[src/design/tasi_pkg.sv]
`default_nettype none

package tasi_pkg;

    localparam int POSITION_BITS = 16;
    localparam int DELTA_W       = 16;
    localparam int MAG_W         = DELTA_W + 1;
    localparam int CMP_W         = (POSITION_BITS > MAG_W) ? POSITION_BITS : MAG_W;
    localparam int PROD_W        = 2 * POSITION_BITS;
    localparam int SUM_W         = PROD_W + 1;
    localparam int ROOT_STEPS    = (SUM_W + 1) / 2;
    localparam int PC_W          = 3;

    localparam logic [POSITION_BITS-1:0] POS_MAX = {POSITION_BITS{1'b1}};
    localparam logic [SUM_W-1:0] ROOT_BIT_INIT = SUM_W'(1) << (2 * (ROOT_STEPS - 1));

    // micro-operations
    localparam logic [2:0] OP_WAIT = 3'd0;
    localparam logic [2:0] OP_SQX  = 3'd1;
    localparam logic [2:0] OP_SQY  = 3'd2;
    localparam logic [2:0] OP_ROOT = 3'd3;
    localparam logic [2:0] OP_STEP = 3'd4;

    // jump conditions: jump to target when true, else fall through
    localparam logic [1:0] JC_NEVER     = 2'd0;
    localparam logic [1:0] JC_ALWAYS    = 2'd1;
    localparam logic [1:0] JC_NO_START  = 2'd2;
    localparam logic [1:0] JC_ROOT_MORE = 2'd3;

    // program addresses
    localparam logic [PC_W-1:0] PC_WAIT = 3'd0;
    localparam logic [PC_W-1:0] PC_SQX  = 3'd1;
    localparam logic [PC_W-1:0] PC_SQY  = 3'd2;
    localparam logic [PC_W-1:0] PC_ROOT = 3'd3;
    localparam logic [PC_W-1:0] PC_STEP = 3'd4;

    typedef struct packed {
        logic [2:0]      op;
        logic [1:0]      cond;
        logic [PC_W-1:0] target;
    } ctrl_word_t;

    function automatic ctrl_word_t ucode_rom(input logic [PC_W-1:0] pc);
        ctrl_word_t w;
        case (pc)
            PC_WAIT: w = '{op: OP_WAIT, cond: JC_NO_START,  target: PC_WAIT};
            PC_SQX:  w = '{op: OP_SQX,  cond: JC_NEVER,     target: PC_WAIT};
            PC_SQY:  w = '{op: OP_SQY,  cond: JC_NEVER,     target: PC_WAIT};
            PC_ROOT: w = '{op: OP_ROOT, cond: JC_ROOT_MORE, target: PC_ROOT};
            PC_STEP: w = '{op: OP_STEP, cond: JC_ALWAYS,    target: PC_WAIT};
            default: w = '{op: OP_WAIT, cond: JC_ALWAYS,    target: PC_WAIT};
        endcase
        return w;
    endfunction

    // absolute value of a signed delta, saturated to the count width
    function automatic logic [POSITION_BITS-1:0] magnitude(input logic [DELTA_W-1:0] d);
        logic [MAG_W-1:0] m;
        logic [CMP_W-1:0] mw;
        m = d[DELTA_W-1] ? (MAG_W'(0) - {d[DELTA_W-1], d}) : {1'b0, d};
        mw = CMP_W'(m);
        if (mw > CMP_W'(POS_MAX))
            return POS_MAX;
        else
            return POSITION_BITS'(mw);
    endfunction

endpackage

`default_nettype wire

[src/design/two_axis_step_interpolator_core.sv]
`default_nettype none

// Channel  | Handshake            | Payload
// ---------+----------------------+-------------------------------------------------
// in       | in_valid / in_stall  | action, delta_x, delta_y
// out      | out_valid / out_stall| step_x, step_y, dir_x, dir_y, dir_z, busy_res,
//          |                      | done_res, rejected
//
// A load, or a tick with no move running, is registered as a result in the cycle after its transfer.
// A tick on a running move passes the X square, Y square, square root and step states in order;
// the square root unit retires one result bit per cycle over ROOT_STEPS states, and step waits on a held result.
// rst_n clears the counts and sets the Y direction level; the program restarts.
// A held result blocks the next transfer on the input side.

module two_axis_step_interpolator_core
(
    input  wire logic                          clk,
    input  wire logic                          rst_n,
    input  wire logic                          in_valid,
    output logic                               in_stall,
    input  wire logic                          action,
    input  wire logic signed [tasi_pkg::DELTA_W-1:0] delta_x,
    input  wire logic signed [tasi_pkg::DELTA_W-1:0] delta_y,
    output logic                               out_valid,
    input  wire logic                          out_stall,
    output logic                               step_x,
    output logic                               step_y,
    output logic                               dir_x,
    output logic                               dir_y,
    output logic                               dir_z,
    output logic                               busy_res,
    output logic                               done_res,
    output logic                               rejected
);

    logic [tasi_pkg::PC_W-1:0]          pc_reg, pc_next;
    logic [tasi_pkg::POSITION_BITS-1:0] rx_reg, rx_next;
    logic [tasi_pkg::POSITION_BITS-1:0] ry_reg, ry_next;
    logic                               dx_reg, dx_next;
    logic                               dy_reg, dy_next;
    logic [tasi_pkg::SUM_W-1:0]         sum_reg, sum_next;
    logic [tasi_pkg::SUM_W-1:0]         res_reg, res_next;
    logic [tasi_pkg::SUM_W-1:0]         bit_reg, bit_next;

    logic out_valid_reg, out_valid_next;
    logic step_x_reg, step_x_next;
    logic step_y_reg, step_y_next;
    logic dir_x_reg, dir_x_next;
    logic dir_y_reg, dir_y_next;
    logic busy_reg, busy_next;
    logic done_reg, done_next;
    logic rej_reg, rej_next;

    tasi_pkg::ctrl_word_t              cw;
    logic                               out_blocked;
    logic                               accept;
    logic                               moving;
    logic                               start;
    logic                               jump;
    logic                               hold;
    logic [tasi_pkg::POSITION_BITS-1:0] mul_a;
    logic [tasi_pkg::PROD_W-1:0]        prod;
    logic [tasi_pkg::SUM_W-1:0]         trial;
    logic [tasi_pkg::SUM_W-1:0]         twice_x;
    logic [tasi_pkg::SUM_W-1:0]         twice_y;
    logic                               sx;
    logic                               sy;
    logic [tasi_pkg::POSITION_BITS-1:0] rx_dec;
    logic [tasi_pkg::POSITION_BITS-1:0] ry_dec;

    assign cw          = tasi_pkg::ucode_rom(pc_reg);
    assign out_blocked = out_valid_reg && out_stall;
    assign in_stall    = (cw.op != tasi_pkg::OP_WAIT) || out_blocked;
    assign accept      = in_valid && !in_stall;
    assign moving      = (rx_reg != '0) || (ry_reg != '0);
    assign start       = accept && action && moving;
    assign hold        = (cw.op == tasi_pkg::OP_STEP) && out_blocked;

    // shared squaring multiplier
    assign mul_a = (cw.op == tasi_pkg::OP_SQY) ? ry_reg : rx_reg;
    assign prod  = mul_a * mul_a;
    assign trial = res_reg + bit_reg;

    assign twice_x = tasi_pkg::SUM_W'({rx_reg, 1'b0});
    assign twice_y = tasi_pkg::SUM_W'({ry_reg, 1'b0});
    assign sx      = (twice_x >= res_reg) && (rx_reg != '0);
    assign sy      = (twice_y >= res_reg) && (ry_reg != '0);
    assign rx_dec  = sx ? rx_reg - 1'b1 : rx_reg;
    assign ry_dec  = sy ? ry_reg - 1'b1 : ry_reg;

    always_comb
    begin
        case (cw.cond)
            tasi_pkg::JC_NEVER:     jump = 1'b0;
            tasi_pkg::JC_ALWAYS:    jump = 1'b1;
            tasi_pkg::JC_NO_START:  jump = !start;
            tasi_pkg::JC_ROOT_MORE: jump = !bit_reg[0];
            default:                jump = 1'b1;
        endcase

        if (hold)
            pc_next = pc_reg;
        else if (jump)
            pc_next = cw.target;
        else
            pc_next = pc_reg + 1'b1;
    end

    always_comb
    begin
        rx_next  = rx_reg;
        ry_next  = ry_reg;
        dx_next  = dx_reg;
        dy_next  = dy_reg;
        sum_next = sum_reg;
        res_next = res_reg;
        bit_next = bit_reg;

        out_valid_next = out_valid_reg && out_stall;
        step_x_next    = step_x_reg;
        step_y_next    = step_y_reg;
        dir_x_next     = dir_x_reg;
        dir_y_next     = dir_y_reg;
        busy_next      = busy_reg;
        done_next      = done_reg;
        rej_next       = rej_reg;

        case (cw.op)
            tasi_pkg::OP_WAIT:
            begin
                // loads and idle ticks answer at once; a live tick runs the program
                if (accept && !start)
                begin
                    out_valid_next = 1'b1;
                    step_x_next    = 1'b0;
                    step_y_next    = 1'b0;
                    done_next      = 1'b0;
                    rej_next       = 1'b0;
                    busy_next      = moving;
                    dir_x_next     = dx_reg;
                    dir_y_next     = dy_reg;
                    if (!action && moving)
                    begin
                        rej_next = 1'b1;
                    end
                    else if (!action)
                    begin
                        rx_next    = tasi_pkg::magnitude(delta_x);
                        ry_next    = tasi_pkg::magnitude(delta_y);
                        dx_next    = !delta_x[tasi_pkg::DELTA_W-1] && (delta_x != '0);
                        dy_next    = !delta_y[tasi_pkg::DELTA_W-1] && (delta_y != '0);
                        busy_next  = (delta_x != '0) || (delta_y != '0);
                        dir_x_next = dx_next;
                        dir_y_next = dy_next;
                    end
                end
            end
            tasi_pkg::OP_SQX:
            begin
                sum_next = tasi_pkg::SUM_W'(prod);
                res_next = '0;
                bit_next = tasi_pkg::ROOT_BIT_INIT;
            end
            tasi_pkg::OP_SQY:
            begin
                sum_next = sum_reg + tasi_pkg::SUM_W'(prod);
            end
            tasi_pkg::OP_ROOT:
            begin
                if (sum_reg >= trial)
                begin
                    sum_next = sum_reg - trial;
                    res_next = (res_reg >> 1) + bit_reg;
                end
                else
                begin
                    res_next = res_reg >> 1;
                end
                bit_next = bit_reg >> 2;
            end
            tasi_pkg::OP_STEP:
            begin
                if (!out_blocked)
                begin
                    rx_next        = rx_dec;
                    ry_next        = ry_dec;
                    out_valid_next = 1'b1;
                    step_x_next    = sx;
                    step_y_next    = sy;
                    dir_x_next     = dx_reg;
                    dir_y_next     = dy_reg;
                    busy_next      = (rx_dec != '0) || (ry_dec != '0);
                    done_next      = (rx_dec == '0) && (ry_dec == '0);
                    rej_next       = 1'b0;
                end
            end
            default:
            begin
            end
        endcase
    end

    always_ff @(posedge clk or negedge rst_n)
    begin
        if (!rst_n)
        begin
            pc_reg        <= tasi_pkg::PC_WAIT;
            rx_reg        <= '0;
            ry_reg        <= '0;
            dx_reg        <= 1'b0;
            dy_reg        <= 1'b1;
            out_valid_reg <= 1'b0;
        end
        else
        begin
            pc_reg        <= pc_next;
            rx_reg        <= rx_next;
            ry_reg        <= ry_next;
            dx_reg        <= dx_next;
            dy_reg        <= dy_next;
            out_valid_reg <= out_valid_next;
        end
    end

    always_ff @(posedge clk)
    begin
        sum_reg    <= sum_next;
        res_reg    <= res_next;
        bit_reg    <= bit_next;
        step_x_reg <= step_x_next;
        step_y_reg <= step_y_next;
        dir_x_reg  <= dir_x_next;
        dir_y_reg  <= dir_y_next;
        busy_reg   <= busy_next;
        done_reg   <= done_next;
        rej_reg    <= rej_next;
    end

    assign out_valid = out_valid_reg;
    assign step_x    = step_x_reg;
    assign step_y    = step_y_reg;
    assign dir_x     = dir_x_reg;
    assign dir_y     = dir_y_reg;
    assign dir_z     = !dir_y_reg;
    assign busy_res  = busy_reg;
    assign done_res  = done_reg;
    assign rejected  = rej_reg;

endmodule

`default_nettype wire
[config.mk]
export PLATFORM = sky130hd
export DESIGN_NAME = two_axis_step_interpolator_core
export DESIGN_NICKNAME = d
export VERILOG_FILES = /design/src/design/tasi_pkg.sv /design/src/design/two_axis_step_interpolator_core.sv
export SDC_FILE = /design/constraint.sdc
export NUM_CORES = 1
export LEC_CHECK = 0
export BUFFER_PORTS_ARGS = -buffer_cell sky130_fd_sc_hd__buf_4
export CORE_UTILIZATION = 27
export DETAILED_ROUTE_END_ITERATION = 8
export PLACE_DENSITY = 0.41
export SETUP_SLACK_MARGIN = 0.4
export SKIP_CTS_REPAIR_TIMING = 1
export SLEW_MARGIN = 20
export SYNTH_ARGS = -nofsm -noshare
export SYNTH_HDL_FRONTEND = slang
export SYNTH_SLANG_ARGS = --single-unit
export TNS_END_PERCENT = 10
[constraint.sdc]
create_clock -name clk -period 11.3 [get_ports clk]
set_input_delay 2.26 -clock clk [delete_from_list [all_inputs] [get_ports clk]]
set_output_delay 2.26 -clock clk [all_outputs]
set_load 0.05 [all_outputs]
# ---- Word level (Yosys, flattened, before mapping)
# Cells that the tools add are included.
# Widths: inputs -> output; s select.
dict set report totals {
  input_bits 37
  output_inout_bits 10
  word_cells 142
  reg_bits 144
}
dict set report classes {
  n_lt_le_gt_ge 5
  n_addsub 9
  reduce_logical 42
  mul 1
  mux 53
  n_eq_ne 16
}
# op n
set ops {}
lappend ops {{$mux 16} 13}
lappend ops {{$pmux 33 s2} 2}
lappend ops {{$pmux 33 s3} 1}
lappend ops {{$reduce_bool 16->1} 6}
lappend ops {{$ge 17x33->1} 2}
lappend ops {{$mux 33} 2}
lappend ops {{$pmux 16 s2} 2}
lappend ops {{$pmux 8 s5} 1}
lappend ops {{$gt 17x16->1 const B} 2}
lappend ops {{$mux 17} 2}
lappend ops {{$sub 1x16->17 const A} 2}
lappend ops {{$add 32x33->33} 1}
lappend ops {{$add 33x32->33} 1}
lappend ops {{$add 33x33->33} 1}
lappend ops {{$ge 33x33->1} 1}
lappend ops {{$sub 33x33->33} 1}
lappend ops {{$logic_not 16->1} 2}
lappend ops {{$mul 16x16->32} 1}
lappend ops {{$sub 16x1->16 const B} 2}
lappend ops {{$mux 1} 20}
lappend ops {{$pmux 1 s2} 8}
lappend ops {{$eq 3x2->1 const B} 4}
lappend ops {{$logic_and 1x1->1} 12}
lappend ops {{$ne 2x2->1 const B} 5}
lappend ops {{other kinds (16)} 32}

# ---- Depth between registers and ports, before layout
dict set report depth {
  word_depth 12
  ltp_mapped 45
  mapped_depth_nobuf 42
}

# ---- Worst setup path after synthesis
# No wires, ideal clock.
dict set report synth_timing {
  kind {register to register}
  from {reg pc_reg[2] (netlist bit)}
  to {reg sum_reg[31] (netlist bit), data pin}
  n_path_buf 1
  setup_time_ns 0.275
  arrival_ns 9.818
  setup_slack_ns 1.208
  required_ns 11.025
  period_less_slack_ns 10.092
  path_stages_with_launch 36
  path_cell_list {dfrtp_1 inv_1 nand2_1 inv_1 nor2_1 clkbuf_1 a21boi_1 clkinv_1 nand2_1 inv_1 fa_1 inv_1 fa_1 inv_1 fa_1 inv_1 fa_1 inv_1 fa_1 fa_1 ha_1 a21o_1 a21o_1 a21oi_1 o21ai_0 a41o_1 a32o_1 o41ai_1 o21ba_2 xnor2_1 ha_1 a21o_1 a21o_1 a221oi_1 xor2_1 o221ai_1}
}
dict set report synth_via {
  elab_chain_cells 7
  elab_cells_between_ends 13
  cone_classes {1 x add/sub; 1 x mul; 7 x eq/ne; 3 x mux; 1 x reduce/logical}
}
# item line
set synth_lines {}
lappend synth_lines {{from (decl)} two_axis_step_interpolator_core.sv:36} ;# logic [tasi_pkg::PC_W-1:0] pc_reg, pc_next;
lappend synth_lines {{from (signal assigned)} two_axis_step_interpolator_core.sv:207} ;# pc_reg <= tasi_pkg::PC_WAIT;
lappend synth_lines {{from (signal assigned)} two_axis_step_interpolator_core.sv:216} ;# pc_reg <= pc_next;
lappend synth_lines {{$eq 3x3->1 (tied with other cells)} tasi_pkg.sv:45} ;# case (pc)
lappend synth_lines {{$pmux 8 s5 *} tasi_pkg.sv:45}
lappend synth_lines {{$eq 3x2->1} {two_axis_step_interpolator_core.sv:80, two_axis_step_interpolator_core.sv:128}}
lappend synth_lines {{$mux 16} two_axis_step_interpolator_core.sv:80} ;# assign mul_a = (cw.op == tasi_pkg::OP_SQY) ? ry_reg : rx_reg;
lappend synth_lines {{$mul 16x16->32} two_axis_step_interpolator_core.sv:81} ;# assign prod = mul_a * mul_a;
lappend synth_lines {{$add 33x32->33} two_axis_step_interpolator_core.sv:166} ;# sum_next = sum_reg + tasi_pkg::SUM_W'(prod);
lappend synth_lines {{$pmux 33 s3 *} two_axis_step_interpolator_core.sv:128} ;# case (cw.op)
lappend synth_lines {{named net sum_next, one bit} two_axis_step_interpolator_core.sv:41} ;# logic [tasi_pkg::SUM_W-1:0] sum_reg, sum_next;
lappend synth_lines {{to (signal assigned)} two_axis_step_interpolator_core.sv:227} ;# sum_reg <= sum_next;
lappend synth_lines {{to (decl)} two_axis_step_interpolator_core.sv:41}
# The timed path passes the listed nets; every way through them passes the cells marked *.
# A chain may end at the register's enable or synchronous reset.

# ---- Worst setup path after layout
dict set report layout_timing {
  from {reg pc_reg[0] (netlist bit)}
  to {reg sum_reg[31] (netlist bit), data pin}
}
# The elaborated chain is that of the path after synthesis.

==> metrics <==
Reg area 3650 um2; outcome complete, no violations; sequential share of the synthesized area 0.180; post-synth top area cell fa_1; Startpoint Class flip-flop; final weighted congestion of routability-driven global placement 0.866; xor/xnor cell area share of the yosys netlist 0.0827; fmax 97.0 MHz; Post-Syn Nets 2865; worst reg2reg path depth 40; GR Util All Layers 0.173; remaining global-route overflow 0; Synth warnings 0; share of cells above drive strength 1 0.0686; clock latency on the worst-skew pair 460 ps; H-tree depth 4; unrepaired setup endpoints after global routing no; Non-Filler Instances 3433; CP arrival 10490 ps; DRC 0; Root Buffer clkbuf_16; worst slew pin tran 1050 ps; area of the multi-input gates 15400 um2; Detail Placement HPWL 52.8 mm; Final TNS setup 0 ps; Mapped Avg Cell Area 8.38 um2; Post-synth EDFFs 90; PnR worst setup slack 989 ps; final net count 2892; CTS buffer count 17; # fillers 7942; Area Overhead vs Synth 11.0%; Die Y 276 um; Final min period 10310 ps; CTS tree built; Most Frequent Cell on Critical Path fa_1; Main synth FF type edfxtp_1; post-DR wirelength/cell 19.1 um; Port Buffers 46; Post-Route WL 65.4 mm; DP Cell Count 3395; Critical Path Sink Type flip-flop; Setup Viol. Count Final 0; die width 276 um; Die ar. 76300 um2; Slew HR 0.293; post-synthesis compound-gate area fraction 0.184; Hold Path Stages 2; critical path's slowest cell fa_1; adder-cell share of the synthesized area 0.309; vias 17331; multiplexer area fraction after synthesis 0.00721; boundary pin count 47; final core occ 0.303; maxcap violations 0; Detail Route Antenna Nets 0; Avg Vias per Cell 5.05; largest family of logic cells by synthesized area adder cells; Post-Synth Simple-Gate Area 0.168; initial antenna violation count 1; Yosys top cell area share 0.159; Gate Count Post-Synth 2424; vias in the first global route 17604; period utilisation layout 0.912; drt pass-1 iters 5; Hold Vio Cnt, Final 0; Placeable Area 74400 um2; drt initial violations 1140; Worst-path clk slew 60 ps; Hold Crit Class flip-flop to flip-flop; dpl ws 257 ps; Slew Limit Fails 0; post-synthesis register bit count 128; first-pass GRT wire length 103 mm; Worst Setup Path Type flip-flop to flip-flop; maximum buffer depth of the clock tree 2; Synth Cell Area 20300 um2; Worst Path Required 11470 ps; Final Skew 11.6 ps; ANT cells 0; Crit path largest cell delay 540 ps; largest fanout on the critical path 8; largest net degree at the start of global routing 53; CTS sink cnt 128; asr flop ratio synth 0.297; synth unique cells 81; Rows 100; main area contributors after synthesis fa_1 (16%), ha_1 (15%), edfxtp_1 (13%), inv_1 (5.3%), xnor2_1 (4.8%); Initial Util 0.273
[path summary, 6_finish.rpt]
kind	from	endpoint	slack, ps
max in group asynchronous	rst_n	pc_reg[2]	9120
worst min register to register	dy_reg	dy_reg	490
worst min-delay path	dy_reg	dy_reg	490
min in group asynchronous	rst_n	dx_reg	1800
worst max register to register	pc_reg[0]	sum_reg[31]	990
worst max-delay path	pc_reg[0]	sum_reg[31]	990
[layer usage]
metal | up-vias | share of wire | track usage
li1 | 8485 | - | -
met1 | 8465 | 0.50 | 0.247
met5 | - | 0 | 0
met2 | 340 | 0.45 | 0.278
met3 | 41 | 0.040 | 0.0211
met4 | 0 | 0.014 | 0.0414
[worst max-delay path, delay by kind of cell, from the launching register on]
family | cells | cell delay [ps]
fa+ha+maj | 10 | 3920
compound gates | 16 | 3150
simple gates | 7 | 1640
buf+inv | 5 | 540
flops | 1 | 440
xor+xnor | 2 | 310
[metrics by stage]
stage / hold slack [ps] / instance area (um2)
CTS: 497 / 22400
finish: 489 / 22600
global route: 526 / 22600
detailed placement: 482 / 21800
global placement: 462 / 21800
floorplan: 450 / 20300
[cell families (layout without fill, tap and decap cells)]
logic type	Yosys count	count (layout)
buffers and inverters	368	408
multiplexers	14	14
flip-flops	128	128
adder cells (fa/ha/maj)	405	405
AND/OR/NAND/NOR	738	738
XOR/XNOR	190	190
AO/OA/AOI/OAI	581	581
[layout make-up]
cell class,count,share of cell area
Clock inverter,15,0.00743
Timing Repair Buffer,82,0.0276
Inverter,294,0.0493
Sequential cell,128,0.162
Clock buffer,17,0.0189
Tap cell,969,0.0538
Multi-Input combinational cell,1928,0.681
[cell usage in the layout (no fill, tap or decap), drive strengths merged, types with 7 or more instances in the layout]
cell type | synthesis | final
o22a | 7 | 7
nand2 | 248 | 248
nand2b | 16 | 16
or2 | 11 | 11
a21o | 48 | 48
edfxtp | 90 | 90
nor2 | 235 | 235
and3 | 14 | 14
o31ai | 22 | 22
o22ai | 12 | 12
mux2i | 12 | 12
a31oi | 35 | 35
xor2 | 78 | 78
o221ai | 10 | 10
buf | 5 | 82
or3 | 17 | 17
dfrtp | 37 | 37
nand4 | 15 | 15
clkbuf | 69 | 17
inv | 286 | 289
a22oi | 28 | 28
xnor2 | 111 | 111
o21ai | 135 | 135
o21a | 17 | 17
clkinv | 8 | 10
nand3 | 43 | 43
a211oi | 30 | 30
or4 | 8 | 8
fa | 161 | 161
nor2b | 17 | 17
clkinvlp | 0 | 7
ha | 243 | 243
a21oi | 141 | 141
nor4 | 26 | 26
o21bai | 24 | 24
and2 | 26 | 26
nor3 | 39 | 39
[synth_stat cells (16+ instances only)]
cell type  count
inv_1        286
nand2_1      248
ha_1         243
nor2_1       235
fa_1         161
a21oi_1      141
o21ai_0      132
xnor2_1      111
edfxtp_1      90
xor2_1        78
clkbuf_1      66
a21o_1        48
nand3_1       43
nor3_1        39
dfrtp_1       37
a31oi_1       35
a211oi_1      30
a22oi_1       28
and2_1        26
o21bai_1      24
nor4_1        22
o31ai_1       22
nor2b_1       17
o21a_1        17
or3_1         17
nand2b_1      16
Power is left out: the tool's default activity adds up to more than one toggle a clock period on the data nets, which glitch-free logic cannot reach.
